### config.mk
export PLATFORM = sky130hd
export DESIGN_NAME = cascaded_pd_steering_core
export DESIGN_NICKNAME = d
export VERILOG_FILES = /design/src/rtl/cpd_pkg.sv /design/src/rtl/cpd_mul.sv /design/src/rtl/cpd_div.sv /design/src/rtl/cascaded_pd_steering_core.sv
export SDC_FILE = /design/constraint.sdc
export NUM_CORES = 2
export LEC_CHECK = 0
export BUFFER_PORTS_ARGS = -buffer_cell sky130_fd_sc_hd__clkbuf_2
export CAP_MARGIN = 40
export CELL_PAD_IN_SITES_DETAIL_PLACEMENT = 1
export CELL_PAD_IN_SITES_GLOBAL_PLACEMENT = 2
export CORE_MARGIN = 5
export CORE_UTILIZATION = 41
export CTS_CLUSTER_DIAMETER = 80
export DETAILED_ROUTE_END_ITERATION = 8
export GPL_TIMING_DRIVEN = 1
export PLACE_DENSITY_LB_ADDON = 0.1
export SYNTH_ARGS = -nofsm -noshare
export SYNTH_HDL_FRONTEND = slang
export SYNTH_SLANG_ARGS = --single-unit
### constraint.sdc
create_clock -name clk_i -period 8.3 [get_ports clk_i]
set_input_delay 1.245 -clock clk_i [delete_from_list [all_inputs] [get_ports clk_i]]
set_output_delay 1.245 -clock clk_i [all_outputs]
set_load 0.1 [all_outputs]
### src/rtl/cpd_pkg.sv
// Shared types and constants of the cascaded PD steering core.
package cpd_pkg;

  // Field widths
  localparam int unsigned OFS_W      = 16;
  localparam int unsigned HDG_W      = 16;
  localparam int unsigned DT_W       = 20;
  localparam int unsigned GAIN_W     = 24;
  localparam int unsigned LIM_W      = 16;
  localparam int unsigned PWM_W      = 10;
  localparam int unsigned ERR_W      = 17;

  // Magnitude of the widest numerator, and one sign bit on top of it
  localparam int unsigned MAG_W      = 62;
  localparam int unsigned SUM_W      = MAG_W + 1;

  // Serial multiplier takes one multiplier bit per cycle
  localparam int unsigned MUL_B_W    = DT_W;
  localparam int unsigned MUL_CNT_W  = $clog2(MUL_B_W + 1);
  localparam int unsigned DIV_CNT_W  = $clog2(MAG_W + 1);

  // Inner loop result is scaled down by two to the power of this
  localparam int unsigned STEER_SHIFT = 24;

  localparam logic [DT_W-1:0] US_PER_S = DT_W'(1000000);

  localparam int PWM_MIN = 0;
  localparam int PWM_MAX = 1023;

  // Configuration port
  localparam int unsigned CFG_IDX_W  = 3;
  localparam int unsigned CFG_DATA_W = 24;

  localparam logic [CFG_IDX_W-1:0] REG_OFFSET_KP       = 3'd0;
  localparam logic [CFG_IDX_W-1:0] REG_OFFSET_KD       = 3'd1;
  localparam logic [CFG_IDX_W-1:0] REG_HEADING_KP      = 3'd2;
  localparam logic [CFG_IDX_W-1:0] REG_HEADING_KD      = 3'd3;
  localparam logic [CFG_IDX_W-1:0] REG_HEADING_FLOOR   = 3'd4;
  localparam logic [CFG_IDX_W-1:0] REG_HEADING_CEILING = 3'd5;
  localparam logic [CFG_IDX_W-1:0] REG_BASE_THROTTLE   = 3'd6;

  // Stream payload widths
  localparam int unsigned S_TDATA_W = 56;
  localparam int unsigned M_TDATA_W = 24;

  typedef struct packed {
    logic               start;
    logic [MAG_W-1:0]   a;
    logic [MUL_B_W-1:0] b;
  } mul_req_t;

  typedef struct packed {
    logic             done;
    logic [MAG_W-1:0] prod;
  } mul_rsp_t;

  typedef struct packed {
    logic             start;
    logic [MAG_W-1:0] dividend;
    logic [DT_W-1:0]  divisor;
  } div_req_t;

  typedef struct packed {
    logic             done;
    logic [MAG_W-1:0] quot;
  } div_rsp_t;

endpackage

### src/rtl/cpd_mul.sv
// Bit-serial shift-and-add multiplier, one multiplier bit per cycle.
module cpd_mul import cpd_pkg::*; (
  input  logic     clk_i,
  input  logic     rst_ni,
  input  mul_req_t req_i,
  output mul_rsp_t rsp_o
);

  logic [MUL_CNT_W-1:0] cnt_q;
  logic                 done_q;
  logic [MAG_W-1:0]     acc_q;
  logic [MAG_W-1:0]     mcand_q;
  logic [MUL_B_W-1:0]   mplier_q;

  // Count the steps and flag the last one
  always_ff @(posedge clk_i or negedge rst_ni) begin
    if (!rst_ni) begin
      cnt_q  <= '0;
      done_q <= 1'b0;
    end else if (req_i.start) begin
      cnt_q  <= MUL_CNT_W'(MUL_B_W);
      done_q <= 1'b0;
    end else if (cnt_q != '0) begin
      cnt_q  <= cnt_q - 1'b1;
      done_q <= (cnt_q == MUL_CNT_W'(1));
    end else begin
      done_q <= 1'b0;
    end
  end

  // Add the shifted multiplicand for each set multiplier bit
  always_ff @(posedge clk_i) begin
    if (req_i.start) begin
      acc_q    <= '0;
      mcand_q  <= req_i.a;
      mplier_q <= req_i.b;
    end else if (cnt_q != '0) begin
      if (mplier_q[0]) begin
        acc_q <= acc_q + mcand_q;
      end
      mcand_q  <= {mcand_q[MAG_W-2:0], 1'b0};
      mplier_q <= {1'b0, mplier_q[MUL_B_W-1:1]};
    end
  end

  assign rsp_o.done = done_q;
  assign rsp_o.prod = acc_q;

endmodule

### src/rtl/cpd_div.sv
// Restoring divider, one quotient bit per cycle, narrow remainder path.
module cpd_div import cpd_pkg::*; (
  input  logic     clk_i,
  input  logic     rst_ni,
  input  div_req_t req_i,
  output div_rsp_t rsp_o
);

  logic [DIV_CNT_W-1:0] cnt_q;
  logic                 done_q;
  logic [MAG_W-1:0]     work_q;
  logic [DT_W-1:0]      rem_q;
  logic [DT_W-1:0]      dsr_q;
  logic [DT_W:0]        rem_sh;
  logic [DT_W:0]        rem_sub;
  logic                 fits;

  // Trial subtract of the divisor from the shifted remainder
  always_comb begin
    rem_sh  = {rem_q, work_q[MAG_W-1]};
    rem_sub = rem_sh - {1'b0, dsr_q};
    fits    = (rem_sh >= {1'b0, dsr_q});
  end

  // Count the steps and flag the last one
  always_ff @(posedge clk_i or negedge rst_ni) begin
    if (!rst_ni) begin
      cnt_q  <= '0;
      done_q <= 1'b0;
    end else if (req_i.start) begin
      cnt_q  <= DIV_CNT_W'(MAG_W);
      done_q <= 1'b0;
    end else if (cnt_q != '0) begin
      cnt_q  <= cnt_q - 1'b1;
      done_q <= (cnt_q == DIV_CNT_W'(1));
    end else begin
      done_q <= 1'b0;
    end
  end

  // Shift the dividend out and the quotient bits in
  always_ff @(posedge clk_i) begin
    if (req_i.start) begin
      work_q <= req_i.dividend;
      rem_q  <= '0;
      dsr_q  <= req_i.divisor;
    end else if (cnt_q != '0) begin
      work_q <= {work_q[MAG_W-2:0], fits};
      rem_q  <= fits ? rem_sub[DT_W-1:0] : rem_sh[DT_W-1:0];
    end
  end

  assign rsp_o.done = done_q;
  assign rsp_o.quot = work_q;

endmodule

### src/rtl/cascaded_pd_steering_core.sv
// Each loop runs four serial multiplies with the D term or two without, a sum step
// and a divide; the shared bit-serial multiplier and the 62-step restoring divider
// are used in turn, so a new request is taken only once the last one is through.
// Reset clears gains to zero, limits to full range, and the D-term history and flags.
// The output register lets a new request start while a result waits to be taken.
module cascaded_pd_steering_core import cpd_pkg::*; (
  input  logic                  clk_i,
  input  logic                  rst_ni,
  // Sample channel
  input  logic                  s_axis_tvalid,
  output logic                  s_axis_tready,
  // [15:0] lane_offset, [31:16] heading, [51:32] elapsed_us, [55:52] zero
  input  logic [S_TDATA_W-1:0]  s_axis_tdata,
  // [0] op
  input  logic                  s_axis_tuser,
  // Result channel
  output logic                  m_axis_tvalid,
  input  logic                  m_axis_tready,
  // [9:0] left_pwm, [19:10] right_pwm, [23:20] zero
  output logic [M_TDATA_W-1:0]  m_axis_tdata,
  // Configuration write channel
  input  logic                  cfg_valid_i,
  output logic                  cfg_ready_o,
  input  logic [CFG_IDX_W-1:0]  cfg_index_i,
  input  logic [CFG_DATA_W-1:0] cfg_data_i
);

  typedef enum logic [2:0] {
    S_IDLE,
    S_MUL_GO,
    S_MUL_WAIT,
    S_SUM,
    S_DIV_GO,
    S_DIV_WAIT,
    S_OUT
  } state_e;

  typedef enum logic [1:0] {
    STEP_P_GAIN,
    STEP_P_DT,
    STEP_D_GAIN,
    STEP_D_SCALE
  } step_e;

  localparam int unsigned SETP_W  = ERR_W + 2;
  localparam int unsigned STEER_W = PWM_W + 3;
  localparam int unsigned QSTR_W  = STEER_W - 2;

  // Configuration registers
  logic [GAIN_W-1:0] offset_kp_q, offset_kd_q, heading_kp_q, heading_kd_q;
  logic [LIM_W-1:0]  heading_floor_q, heading_ceiling_q;
  logic [PWM_W-1:0]  base_throttle_q;

  // Sequencer state
  state_e            state_q;
  step_e             step_q;
  logic              inner_q;
  logic              started_q, halted_q, use_d_q;
  logic              m_valid_q;
  logic [ERR_W-1:0]  err_q, last_oe_q, last_he_q;
  logic [HDG_W-1:0]  heading_q;
  logic [DT_W-1:0]   dt_q;
  logic [MAG_W-1:0]  prod_q, t1_q, t2_q;
  logic [SUM_W-1:0]  sum_q;
  logic [PWM_W-1:0]  res_left_q, res_right_q;
  logic [M_TDATA_W-1:0] m_data_q;

  // Unit interfaces
  mul_req_t mul_req;
  mul_rsp_t mul_rsp;
  div_req_t div_req;
  div_rsp_t div_rsp;

  // Operand selection
  logic [GAIN_W-1:0] kp_sel, kd_sel, kp_mag, kd_mag;
  logic [ERR_W-1:0]  err_mag, last_sel;
  logic [ERR_W:0]    derr, derr_mag;
  logic              s1, s2;
  logic [SUM_W-1:0]  t1_s, t2_s, sum_d;

  // Result shaping
  logic [ERR_W-1:0]          q_sat;
  logic signed [SETP_W-1:0]  setp_raw, floor_x, ceil_x, setp_clamp;
  logic [ERR_W-1:0]          h_next;
  logic [QSTR_W-1:0]         qs_str;
  logic signed [STEER_W-1:0] steer, left_raw, right_raw, pwm_lo, pwm_hi;
  logic signed [STEER_W-1:0] left_cl, right_cl;

  logic in_acc;
  logic [DT_W-1:0] in_dt;

  assign in_acc        = s_axis_tvalid && s_axis_tready;
  assign in_dt         = s_axis_tdata[51:32];
  assign s_axis_tready = (state_q == S_IDLE);
  assign cfg_ready_o   = 1'b1;
  assign m_axis_tvalid = m_valid_q;
  assign m_axis_tdata  = m_data_q;

  // Take register writes
  always_ff @(posedge clk_i or negedge rst_ni) begin
    if (!rst_ni) begin
      offset_kp_q       <= '0;
      offset_kd_q       <= '0;
      heading_kp_q      <= '0;
      heading_kd_q      <= '0;
      heading_floor_q   <= 16'h8000;
      heading_ceiling_q <= 16'h7fff;
      base_throttle_q   <= '0;
    end else if (cfg_valid_i) begin
      case (cfg_index_i)
        REG_OFFSET_KP:       offset_kp_q       <= cfg_data_i;
        REG_OFFSET_KD:       offset_kd_q       <= cfg_data_i;
        REG_HEADING_KP:      heading_kp_q      <= cfg_data_i;
        REG_HEADING_KD:      heading_kd_q      <= cfg_data_i;
        REG_HEADING_FLOOR:   heading_floor_q   <= cfg_data_i[LIM_W-1:0];
        REG_HEADING_CEILING: heading_ceiling_q <= cfg_data_i[LIM_W-1:0];
        REG_BASE_THROTTLE:   base_throttle_q   <= cfg_data_i[PWM_W-1:0];
        default: ;
      endcase
    end
  end

  // Pick gains, error magnitudes and signs for the current loop
  always_comb begin
    kp_sel   = inner_q ? heading_kp_q : offset_kp_q;
    kd_sel   = inner_q ? heading_kd_q : offset_kd_q;
    kp_mag   = kp_sel[GAIN_W-1] ? GAIN_W'(-kp_sel) : kp_sel;
    kd_mag   = kd_sel[GAIN_W-1] ? GAIN_W'(-kd_sel) : kd_sel;
    err_mag  = err_q[ERR_W-1] ? ERR_W'(-err_q) : err_q;
    last_sel = inner_q ? last_he_q : last_oe_q;
    derr     = {err_q[ERR_W-1], err_q} - {last_sel[ERR_W-1], last_sel};
    derr_mag = derr[ERR_W] ? (ERR_W+1)'(-derr) : derr;
    s1       = kp_sel[GAIN_W-1] ^ err_q[ERR_W-1];
    s2       = kd_sel[GAIN_W-1] ^ derr[ERR_W];

    mul_req.start = (state_q == S_MUL_GO);
    case (step_q)
      STEP_P_GAIN: begin
        mul_req.a = MAG_W'(kp_mag);
        mul_req.b = MUL_B_W'(err_mag);
      end
      STEP_P_DT: begin
        mul_req.a = prod_q;
        mul_req.b = dt_q;
      end
      STEP_D_GAIN: begin
        mul_req.a = MAG_W'(kd_mag);
        mul_req.b = MUL_B_W'(derr_mag);
      end
      STEP_D_SCALE: begin
        mul_req.a = prod_q;
        mul_req.b = US_PER_S;
      end
      default: begin
        mul_req.a = '0;
        mul_req.b = '0;
      end
    endcase

    t1_s  = s1 ? SUM_W'(-{1'b0, t1_q}) : {1'b0, t1_q};
    t2_s  = s2 ? SUM_W'(-{1'b0, t2_q}) : {1'b0, t2_q};
    sum_d = t1_s + t2_s;

    div_req.start    = (state_q == S_DIV_GO);
    div_req.dividend = sum_q[SUM_W-1] ? MAG_W'(-sum_q) : sum_q[MAG_W-1:0];
    div_req.divisor  = dt_q;
  end

  // Saturate the quotient, then clamp the setpoint or the wheel levels
  always_comb begin
    q_sat      = (|div_rsp.quot[MAG_W-1:ERR_W]) ? '1 : div_rsp.quot[ERR_W-1:0];
    setp_raw   = sum_q[SUM_W-1] ? -$signed({2'b00, q_sat}) : $signed({2'b00, q_sat});
    floor_x    = $signed({{(SETP_W-LIM_W){heading_floor_q[LIM_W-1]}}, heading_floor_q});
    ceil_x     = $signed({{(SETP_W-LIM_W){heading_ceiling_q[LIM_W-1]}}, heading_ceiling_q});
    if (setp_raw < floor_x) begin
      setp_clamp = floor_x;
    end else if (setp_raw > ceil_x) begin
      setp_clamp = ceil_x;
    end else begin
      setp_clamp = setp_raw;
    end
    h_next = {heading_q[HDG_W-1], heading_q}
           - {setp_clamp[LIM_W-1], setp_clamp[LIM_W-1:0]};

    qs_str = (|div_rsp.quot[MAG_W-1:STEER_SHIFT+QSTR_W]) ? '1
           : div_rsp.quot[STEER_SHIFT+QSTR_W-1:STEER_SHIFT];
    steer  = sum_q[SUM_W-1] ? -$signed({2'b00, qs_str}) : $signed({2'b00, qs_str});
    left_raw  = $signed({3'b000, base_throttle_q}) + steer;
    right_raw = $signed({3'b000, base_throttle_q}) - steer;
    pwm_lo    = $signed(STEER_W'(PWM_MIN));
    pwm_hi    = $signed(STEER_W'(PWM_MAX));
    if (left_raw < pwm_lo) begin
      left_cl = pwm_lo;
    end else if (left_raw > pwm_hi) begin
      left_cl = pwm_hi;
    end else begin
      left_cl = left_raw;
    end
    if (right_raw < pwm_lo) begin
      right_cl = pwm_lo;
    end else if (right_raw > pwm_hi) begin
      right_cl = pwm_hi;
    end else begin
      right_cl = right_raw;
    end
  end

  // Sequence both loops through the shared multiplier and divider
  always_ff @(posedge clk_i or negedge rst_ni) begin
    if (!rst_ni) begin
      state_q     <= S_IDLE;
      step_q      <= STEP_P_GAIN;
      inner_q     <= 1'b0;
      started_q   <= 1'b0;
      halted_q    <= 1'b0;
      use_d_q     <= 1'b0;
      m_valid_q   <= 1'b0;
      last_oe_q   <= '0;
      last_he_q   <= '0;
      err_q       <= '0;
      heading_q   <= '0;
      dt_q        <= '0;
      prod_q      <= '0;
      t1_q        <= '0;
      t2_q        <= '0;
      sum_q       <= '0;
      res_left_q  <= '0;
      res_right_q <= '0;
      m_data_q    <= '0;
    end else begin
      // Drop a taken result; the output state reloads the register itself
      if (m_valid_q && m_axis_tready && (state_q != S_OUT)) begin
        m_valid_q <= 1'b0;
      end
      case (state_q)
        S_IDLE: begin
          if (in_acc && s_axis_tuser) begin
            halted_q <= 1'b1;
          end else if (in_acc) begin
            if (!started_q) begin
              started_q <= 1'b1;
              use_d_q   <= 1'b0;
              dt_q      <= DT_W'(1);
            end else if (halted_q) begin
              halted_q  <= 1'b0;
              use_d_q   <= 1'b0;
              dt_q      <= DT_W'(1);
            end else begin
              use_d_q   <= 1'b1;
              dt_q      <= (in_dt == '0) ? DT_W'(1) : in_dt;
            end
            err_q     <= {s_axis_tdata[OFS_W-1], s_axis_tdata[OFS_W-1:0]};
            heading_q <= s_axis_tdata[31:16];
            inner_q   <= 1'b0;
            step_q    <= STEP_P_GAIN;
            t2_q      <= '0;
            state_q   <= S_MUL_GO;
          end
        end
        S_MUL_GO: begin
          state_q <= S_MUL_WAIT;
        end
        S_MUL_WAIT: begin
          if (mul_rsp.done) begin
            case (step_q)
              STEP_P_GAIN: begin
                prod_q  <= mul_rsp.prod;
                step_q  <= STEP_P_DT;
                state_q <= S_MUL_GO;
              end
              STEP_P_DT: begin
                t1_q    <= mul_rsp.prod;
                step_q  <= STEP_D_GAIN;
                state_q <= use_d_q ? S_MUL_GO : S_SUM;
              end
              STEP_D_GAIN: begin
                prod_q  <= mul_rsp.prod;
                step_q  <= STEP_D_SCALE;
                state_q <= S_MUL_GO;
              end
              STEP_D_SCALE: begin
                t2_q    <= mul_rsp.prod;
                state_q <= S_SUM;
              end
              default: state_q <= S_IDLE;
            endcase
          end
        end
        S_SUM: begin
          sum_q   <= sum_d;
          state_q <= S_DIV_GO;
        end
        S_DIV_GO: begin
          state_q <= S_DIV_WAIT;
        end
        S_DIV_WAIT: begin
          if (div_rsp.done) begin
            if (!inner_q) begin
              // Outer loop done: keep its error, start the inner loop on h
              last_oe_q <= err_q;
              err_q     <= h_next;
              inner_q   <= 1'b1;
              step_q    <= STEP_P_GAIN;
              t2_q      <= '0;
              state_q   <= S_MUL_GO;
            end else begin
              last_he_q   <= err_q;
              res_left_q  <= left_cl[PWM_W-1:0];
              res_right_q <= right_cl[PWM_W-1:0];
              state_q     <= S_OUT;
            end
          end
        end
        S_OUT: begin
          // Hold until the output register is free
          if (!m_valid_q || m_axis_tready) begin
            m_data_q  <= {(M_TDATA_W-2*PWM_W)'(0), res_right_q, res_left_q};
            m_valid_q <= 1'b1;
            state_q   <= S_IDLE;
          end
        end
        default: state_q <= S_IDLE;
      endcase
    end
  end

  cpd_mul u_mul (
    .clk_i  (clk_i),
    .rst_ni (rst_ni),
    .req_i  (mul_req),
    .rsp_o  (mul_rsp)
  );

  cpd_div u_div (
    .clk_i  (clk_i),
    .rst_ni (rst_ni),
    .req_i  (div_req),
    .rsp_o  (div_rsp)
  );

  // No request is taken while a sample is being worked on
  assert property (@(posedge clk_i) disable iff (!rst_ni)
    (state_q != S_IDLE) |-> !s_axis_tready)
    else $error("request accepted while busy");

  // A halt request always leaves the halted flag set
  assert property (@(posedge clk_i) disable iff (!rst_ni)
    (in_acc && s_axis_tuser) |=> halted_q)
    else $error("halt request lost");

  // Divider results arrive only while the sequencer waits for them
  assert property (@(posedge clk_i) disable iff (!rst_ni)
    div_rsp.done |-> (state_q == S_DIV_WAIT))
    else $error("divider result outside its wait state");

  // Without the D term the second product stays zero
  assert property (@(posedge clk_i) disable iff (!rst_ni)
    (state_q == S_SUM && !use_d_q) |-> (t2_q == '0))
    else $error("D term used on a restart sample");

  // A result ready with a free output register is shown in the next cycle
  assert property (@(posedge clk_i) disable iff (!rst_ni)
    (state_q == S_OUT && !m_valid_q) |=> (m_valid_q && state_q == S_IDLE))
    else $error("result not loaded into the output register");

endmodule
[Yosys cells after proc, flatten, opt, wreduce, memory -nomap -nowiden]
Cells that the tools add are included.
Word-level totals
  bits of input ports: 89
  output and inout port bits: 27
  register bits: 783
Cells by class
  add/sub/neg operators: 18
  magnitude comparators: 7
  bitwise gates (word level): 4
  equal/unequal tests: 26
  reductions and logical operators: 41
  mux-type cells: 79
Operator list (number)
  2-to-1 mux 62 bit: 11
  one-hot mux 82 bit (4 select lines): 1
  one-hot mux 62 bit (3 select lines): 1
  2-to-1 mux 63 bit: 2
  negator 62 -> 63 bit: 2
  2-to-1 mux 20 bit: 6
  2-to-1 mux 17 bit: 7
  2-to-1 mux 24 bit: 4
  adder 63 bit: 1
  adder 62 bit: 1
  negator 62 bit: 1
  negator 24 bit: 2
  OR reduction 45 bit: 1
  2-to-1 mux 10 bit: 4
  one-hot mux 17 bit (2 select lines): 1
  2-to-1 mux 16 bit: 2
  OR reduction 27 bit: 1
  > comparator 13 x 11 -> 1 bit (second input constant): 2
  < comparator 13 x 1 -> 1 bit (second input constant): 2
  greater-or-equal comparator 21 x 20 -> 1 bit: 1
  one-hot mux 3 bit (7 select lines): 1
  logical NOT 20 bit: 1
  subtractor 20 bit: 1
  > comparator 19 x 16 -> 1 bit: 1
  51 further kinds: 118

[Logic depth before layout (Yosys ltp)]
  word-level depth: 11
  depth in mapped cells: 37
  mapped depth without buffers: 36

[By module]
A second synthesis with hierarchy kept.
Second synthesis, totals
  cell total of the unflattened synthesis: 5236
  area total of the unflattened synthesis: 50059.3 sq um
By module, submodules not included
  cascaded_pd_steering_core: cells an instance 3782, instances 1, area an instance 35047.4 sq um
  cpd_mul: cells an instance 996, instances 1, area an instance 9357.7 sq um
  cpd_div: cells an instance 458, instances 1, area an instance 5654.2 sq um

[Worst setup path after synthesis]
No wires, ideal clock.
  kind: register -> register
  start point: register u_div.work_q[61]
  end point: register err_q[14]
  stages on the path, launching flop included: 37
  setup slack: 0.803 ns
  buffers on the path: 2
  arrival: 7.363 ns
  period minus slack after synthesis: 7.497 ns
  cell sequence: edfxtp_1 -> nor4_1 -> nand4_1 -> nor3_1 -> nand4_1 -> nor2_1 -> ha_1 -> nand2_1 -> or3_1 -> or4_1 -> nor4_1 -> nor3_1 -> a21oi_1 -> o22ai_1 -> ha_1 -> o21a_1 -> o21ai_0 -> a221oi_1 -> o22a_1 -> clkbuf_1 -> buf_1 -> nor3_1 -> a21oi_1 -> mux2_2 -> ha_1 -> inv_1 -> fa_1 -> a21o_1 -> a21oi_1 -> o21bai_1 -> a21oi_1 -> o21a_1 -> o21ai_0 -> or4_1 -> a21o_1 -> a31oi_1 -> o21ai_0
On the way
  cells in the longest elaborated chain, start to end: 11
  elaborated cells on any way between the ends: 12
Ends and longest elaborated chain
  start: declaration: line cpd_div.sv:11  | logic [MAG_W-1:0] work_q;
  start signal: assignment: line cpd_div.sv:44  | work_q <= req_i.dividend;
  start signal: assignment: line cpd_div.sv:48  | work_q <= {work_q[MAG_W-2:0], fits};
  OR reduction 45 bit *: line cascaded_pd_steering_core.sv:171  | q_sat = (|div_rsp.quot[MAG_W-1:ERR_W]) ? '1 : div_rsp.quot[ERR_W-1:0];
  2-to-1 mux 17 bit *: line cascaded_pd_steering_core.sv:171
  negator 17 -> 19 bit: line cascaded_pd_steering_core.sv:172  | setp_raw = sum_q[SUM_W-1] ? -$signed({2'b00, q_sat}) : $signed({2'b00, q_sat});
  2-to-1 mux 19 bit *: line cascaded_pd_steering_core.sv:172
  > comparator 19 x 16 -> 1 bit: line cascaded_pd_steering_core.sv:177  | end else if (setp_raw > ceil_x) begin
  2-to-1 mux 16 bit: line cascaded_pd_steering_core.sv:177
  2-to-1 mux 16 bit *: line cascaded_pd_steering_core.sv:175  | if (setp_raw < floor_x) begin
  subtractor 16 x 16 -> 17 bit *: line cascaded_pd_steering_core.sv:183  | - {setp_clamp[LIM_W-1], setp_clamp[LIM_W-1:0]};
  2-to-1 mux 17 bit *: line cascaded_pd_steering_core.sv:298  | if (!inner_q) begin
  2-to-1 mux 17 bit *: line cascaded_pd_steering_core.sv:297  | if (div_rsp.done) begin
  one-hot mux 17 bit (2 select lines) *: line cascaded_pd_steering_core.sv:235  | case (state_q)
  end signal: assignment: line cascaded_pd_steering_core.sv:252  | err_q <= {s_axis_tdata[OFS_W-1], s_axis_tdata[OFS_W-1:0]};
  end signal: assignment: line cascaded_pd_steering_core.sv:301  | err_q <= h_next;
  end: declaration: line cascaded_pd_steering_core.sv:60  | logic [ERR_W-1:0] err_q, last_oe_q, last_he_q;
Mark *: on every way between the ends. The rest lies on a longest branch, timed or not. The select of a mux whose other input is x is not followed.
A chain may end at the register's enable or synchronous reset.

[Worst setup path in the final report]
  start point: register u_div.work_q[56]
  end point: register err_q[14]
The elaborated chain is that of the path after synthesis.

==> impl_metrics.json <==
{
  "portBuffers": 106,
  "pwr-share-seq_pct": 43.4,
  "drt-total-wl_um": 156000,
  "met1_usage_pct": 37.9,
  "drt_iter0_drc": 2449,
  "wl_per_cell_um": 21.8,
  "fin_crit_sh_pct": 93.7,
  "met2_usage_pct": 35.2,
  "crit_top_cell": "buf_4",
  "fmax_mhz": 129,
  "grt_pass1_wl_um": 246000,
  "grt_pass1_vias": 41100,
  "busiest_layer": "met1",
  "crit_path_end_kind": "register",
  "comb_power_share_pct": 11.7,
  "h-tree-depth": 3,
  "synthCells": 5397,
  "die_y_um": 359,
  "core_um2": 121000,
  "numCtsBuffers": 93,
  "rows": 128,
  "grt_remaining_overflow": 0,
  "use_met3_pct": 2.97,
  "critPathMaxStageDelay_ns": 0.46,
  "ys_ff_latch": 783,
  "ys_seq_area_share_pct": 40.2,
  "fin_worst_skew_ns": 0.0361,
  "cts_num_sinks": 783,
  "drtAntennaViolNets": 0,
  "setup_viol": 0,
  "clockPowerShare_pct": 45.0,
  "crit_type": "register to register",
  "synth-adder-area-share_pct": 6.61,
  "powerDensity_nw_per_um2": 173,
  "period_minus_slack_ns": 7.78,
  "synth_edf_count": 164,
  "synthFlopType": "dfrtp_1",
  "max-clock-path-buffers": 3,
  "clock_latency_ns": 0.73,
  "p_int_mw": 7.07,
  "hp-class": "register to register",
  "netlist_area_um2": 49800,
  "first_pass_iters": 5,
  "yosys-top-cells-area": "dfrtp_1, edfxtp_1, mux2_2",
  "fin_ws_ns": 0.524,
  "yosys.area_share.simple_pct": 14.9,
  "pre_cts_ws_ns": 0.101,
  "gp_congestion": 0.860,
  "yosysTopAreaCell": "dfrtp_1",
  "ys_warn_count": 0,
  "clk_pin_slew_ns": 0.06,
  "synth_top_area_share_pct": 26.2,
  "p_total_mw": 9.65,
  "synth_cell_type_count": 95,
  "fin_nets": 5759,
  "leakage_nw": 24.7,
  "p_sw_share_pct": 26.7,
  "tightest_slew_ns": 1.03,
  "cpMaxStageDelayCell": "or4_1",
  "synthMuxAreaShare_pct": 9.30,
  "root_buffer": "clkbuf_16",
  "antenna_found_initial": 8,
  "critPathMaxFanout": 5,
  "hold_viol": 0,
  "drv_slew": 0,
  "die_w_um": 359,
  "slew_headroom_pct": 31.0,
  "initial_core_util_pct": 41.1,
  "drc": 0,
  "ir_drop_uv": 180,
  "maxCapViolCount": 0,
  "critPathLaunchType": "register",
  "fill_cells": 13900,
  "synth_top_family_by_area": "compound AO/OA/AOI/OAI gates",
  "worstPathArrival_ns": 8.37,
  "grt_usage_pct": 24.1,
  "crit_required_ns": 8.89,
  "p_switching_mw": 2.57,
  "synth-compound-area-share_pct": 18.1,
  "grt_max_degree": 148,
  "syn_avg_cell_area_um2": 9.24,
  "hpwl_um": 116000,
  "ios": 116,
  "final_util_pct": 45.9,
  "status": "completed",
  "cts_tree": "yes",
  "dieArea_um2": 129000,
  "synthArstFlopShare_pct": 68.6,
  "synth-xor-area-share_pct": 7.34,
  "drive_above_1_share_pct": 14.3,
  "syn_to_final_growth_pct": 11.5,
  "via_per_inst": 5.66,
  "route.vias.total": 40300
}
state kept, by name (all words and copies together) (netlist names), 62 cells and up:
register       count
sum_q             63
prod_q            62
u_mul.mcand_q     62
u_mul.acc_q       62
u_div.work_q      62
t1_q              62
t2_q              62
cell usage after synthesis (18+ instances only):
cell / n
clkbuf_1: 233
o21bai_1: 30
nand4_1: 56
or3_1: 39
buf_2: 18
ha_1: 252
a31oi_1: 40
and3_1: 25
a211oi_1: 61
a221oi_1: 28
o31ai_1: 75
mux2_2: 328
buf_1: 23
xnor2_1: 229
nand3_1: 108
o211ai_1: 23
dfxtp_1: 82
and2_1: 22
or4_1: 19
or2_2: 18
a21oi_1: 378
xor2_1: 189
nor3_1: 111
inv_1: 163
dfrtp_1: 521
o21ai_0: 441
mux2i_1: 94
o22ai_1: 18
nor4_1: 42
o41ai_1: 31
o21ai_1: 22
edfxtp_1: 164
nand2_1: 707
o21a_1: 36
a22o_1: 31
a21o_1: 131
nor2_1: 325
nand2b_1: 49
nor2b_1: 31
placed cells by master, fill, tap and decap left out, types with 82 or more instances in the layout:
| cell type | synthesis | routed |
|---|---|---|
| nand2_1 | 707 | 703 |
| dfrtp_1 | 521 | 519 |
| o21ai_0 | 441 | 439 |
| a21oi_1 | 378 | 376 |
| mux2_2 | 328 | 328 |
| nor2_1 | 325 | 323 |
| ha_1 | 252 | 251 |
| xnor2_1 | 229 | 225 |
| xor2_1 | 189 | 189 |
| edfxtp_1 | 164 | 164 |
| inv_1 | 163 | 163 |
| a21o_1 | 131 | 131 |
| nand3_1 | 108 | 107 |
| nor3_1 | 111 | 106 |
| clkbuf_2 | 1 | 105 |
| clkbuf_16 | 0 | 100 |
| mux2i_1 | 94 | 93 |
| dfxtp_1 | 82 | 82 |
repair_timing:
| action | 4_1_cts | 5_1_grt |
|---|---|---|
| buffers inserted | 0 | 2 |
| resized for setup | 0 | 11 |
| endpoints found under the setup margin | 0 | 10 |
| hold buffers | 0 | 0 |
area by class of cell:
class | count | area [um^2] | area share (%)
repair buffers | 200 | 1410 | 2.54
flip-flops and latches | 783 | 20000 | 36.0
well taps | 1625 | 2030 | 3.66
clock inverters | 47 | 500 | 0.900
multi-input cells | 4169 | 28300 | 50.8
clock buffers | 128 | 2730 | 4.91
inverters | 164 | 616 | 1.11
diodes | 3 | 7.51 | 0.0135
worst max-delay path, delay by kind of cell (launching register included):
kind,cells,cell delay (ns)
AND/OR/NAND/NOR,9,2.27
adder cells (fa/ha/maj),4,1.07
multiplexers,1,0.19
flip-flops,1,0.41
buffers and inverters,6,0.89
AO/OA/AOI/OAI,17,2.83
through the flow:
step	cells	hold WS (ns)	TNS [ns]	cell area, um^2
finish	7119	0.474	0	55600
global route	7117	0.498	-0.0111	55600
CTS	7114	0.483	0	55500
detailed placement	6939	0.464	0	52300
global placement	6928	0.461	0	52100
floorplan	5400	0.440	0	49900
power by group through the flow:
stage	Clock [mW]	Combinational, mW	Sequential, mW
CTS	4.45	1.13	4.18
finish	4.34	1.12	4.18
global placement	0	1.09	4.25
global route	4.61	1.25	4.20
detailed placement	0	1.12	4.26
floorplan	0	0.759	4.22
layer usage:
metal | vias to the layer above | wire (um) | part of all wire, %
met5 | - | 0 | 0
met4 | 0 | 2650 | 1.7
met3 | 147 | 6590 | 4.2
met2 | 598 | 65400 | 42
met1 | 20000 | 80900 | 52
li1 | 19500 | - | -
logic make-up (layout without fill, tap and decap cells):
group	after synthesis	after routing
multiplexers	422	422
XOR/XNOR	418	418
other	2	8
buffers and inverters	448	539
AO/OA/AOI/OAI	1456	1456
AND/OR/NAND/NOR	1609	1609
adder cells (fa/ha/maj)	259	259
flip-flops	783	783
path summary, 6_finish.rpt:
path	startpoint	end	slack, ns	cells after the start
max	u_div.work_q[56]	err_q[14]	0.52	37
min	res_left_q[6]	res_left_q[6]	0.47	2
max reg2reg	u_div.work_q[56]	err_q[14]	0.52	37
min reg2reg	res_left_q[6]	res_left_q[6]	0.47	2
max in group asynchronous	rst_ni	prod_q[15]	5.88	3
min in group asynchronous	rst_ni	sum_q[55]	0.54	1
(Power assumes the default switching activity.)
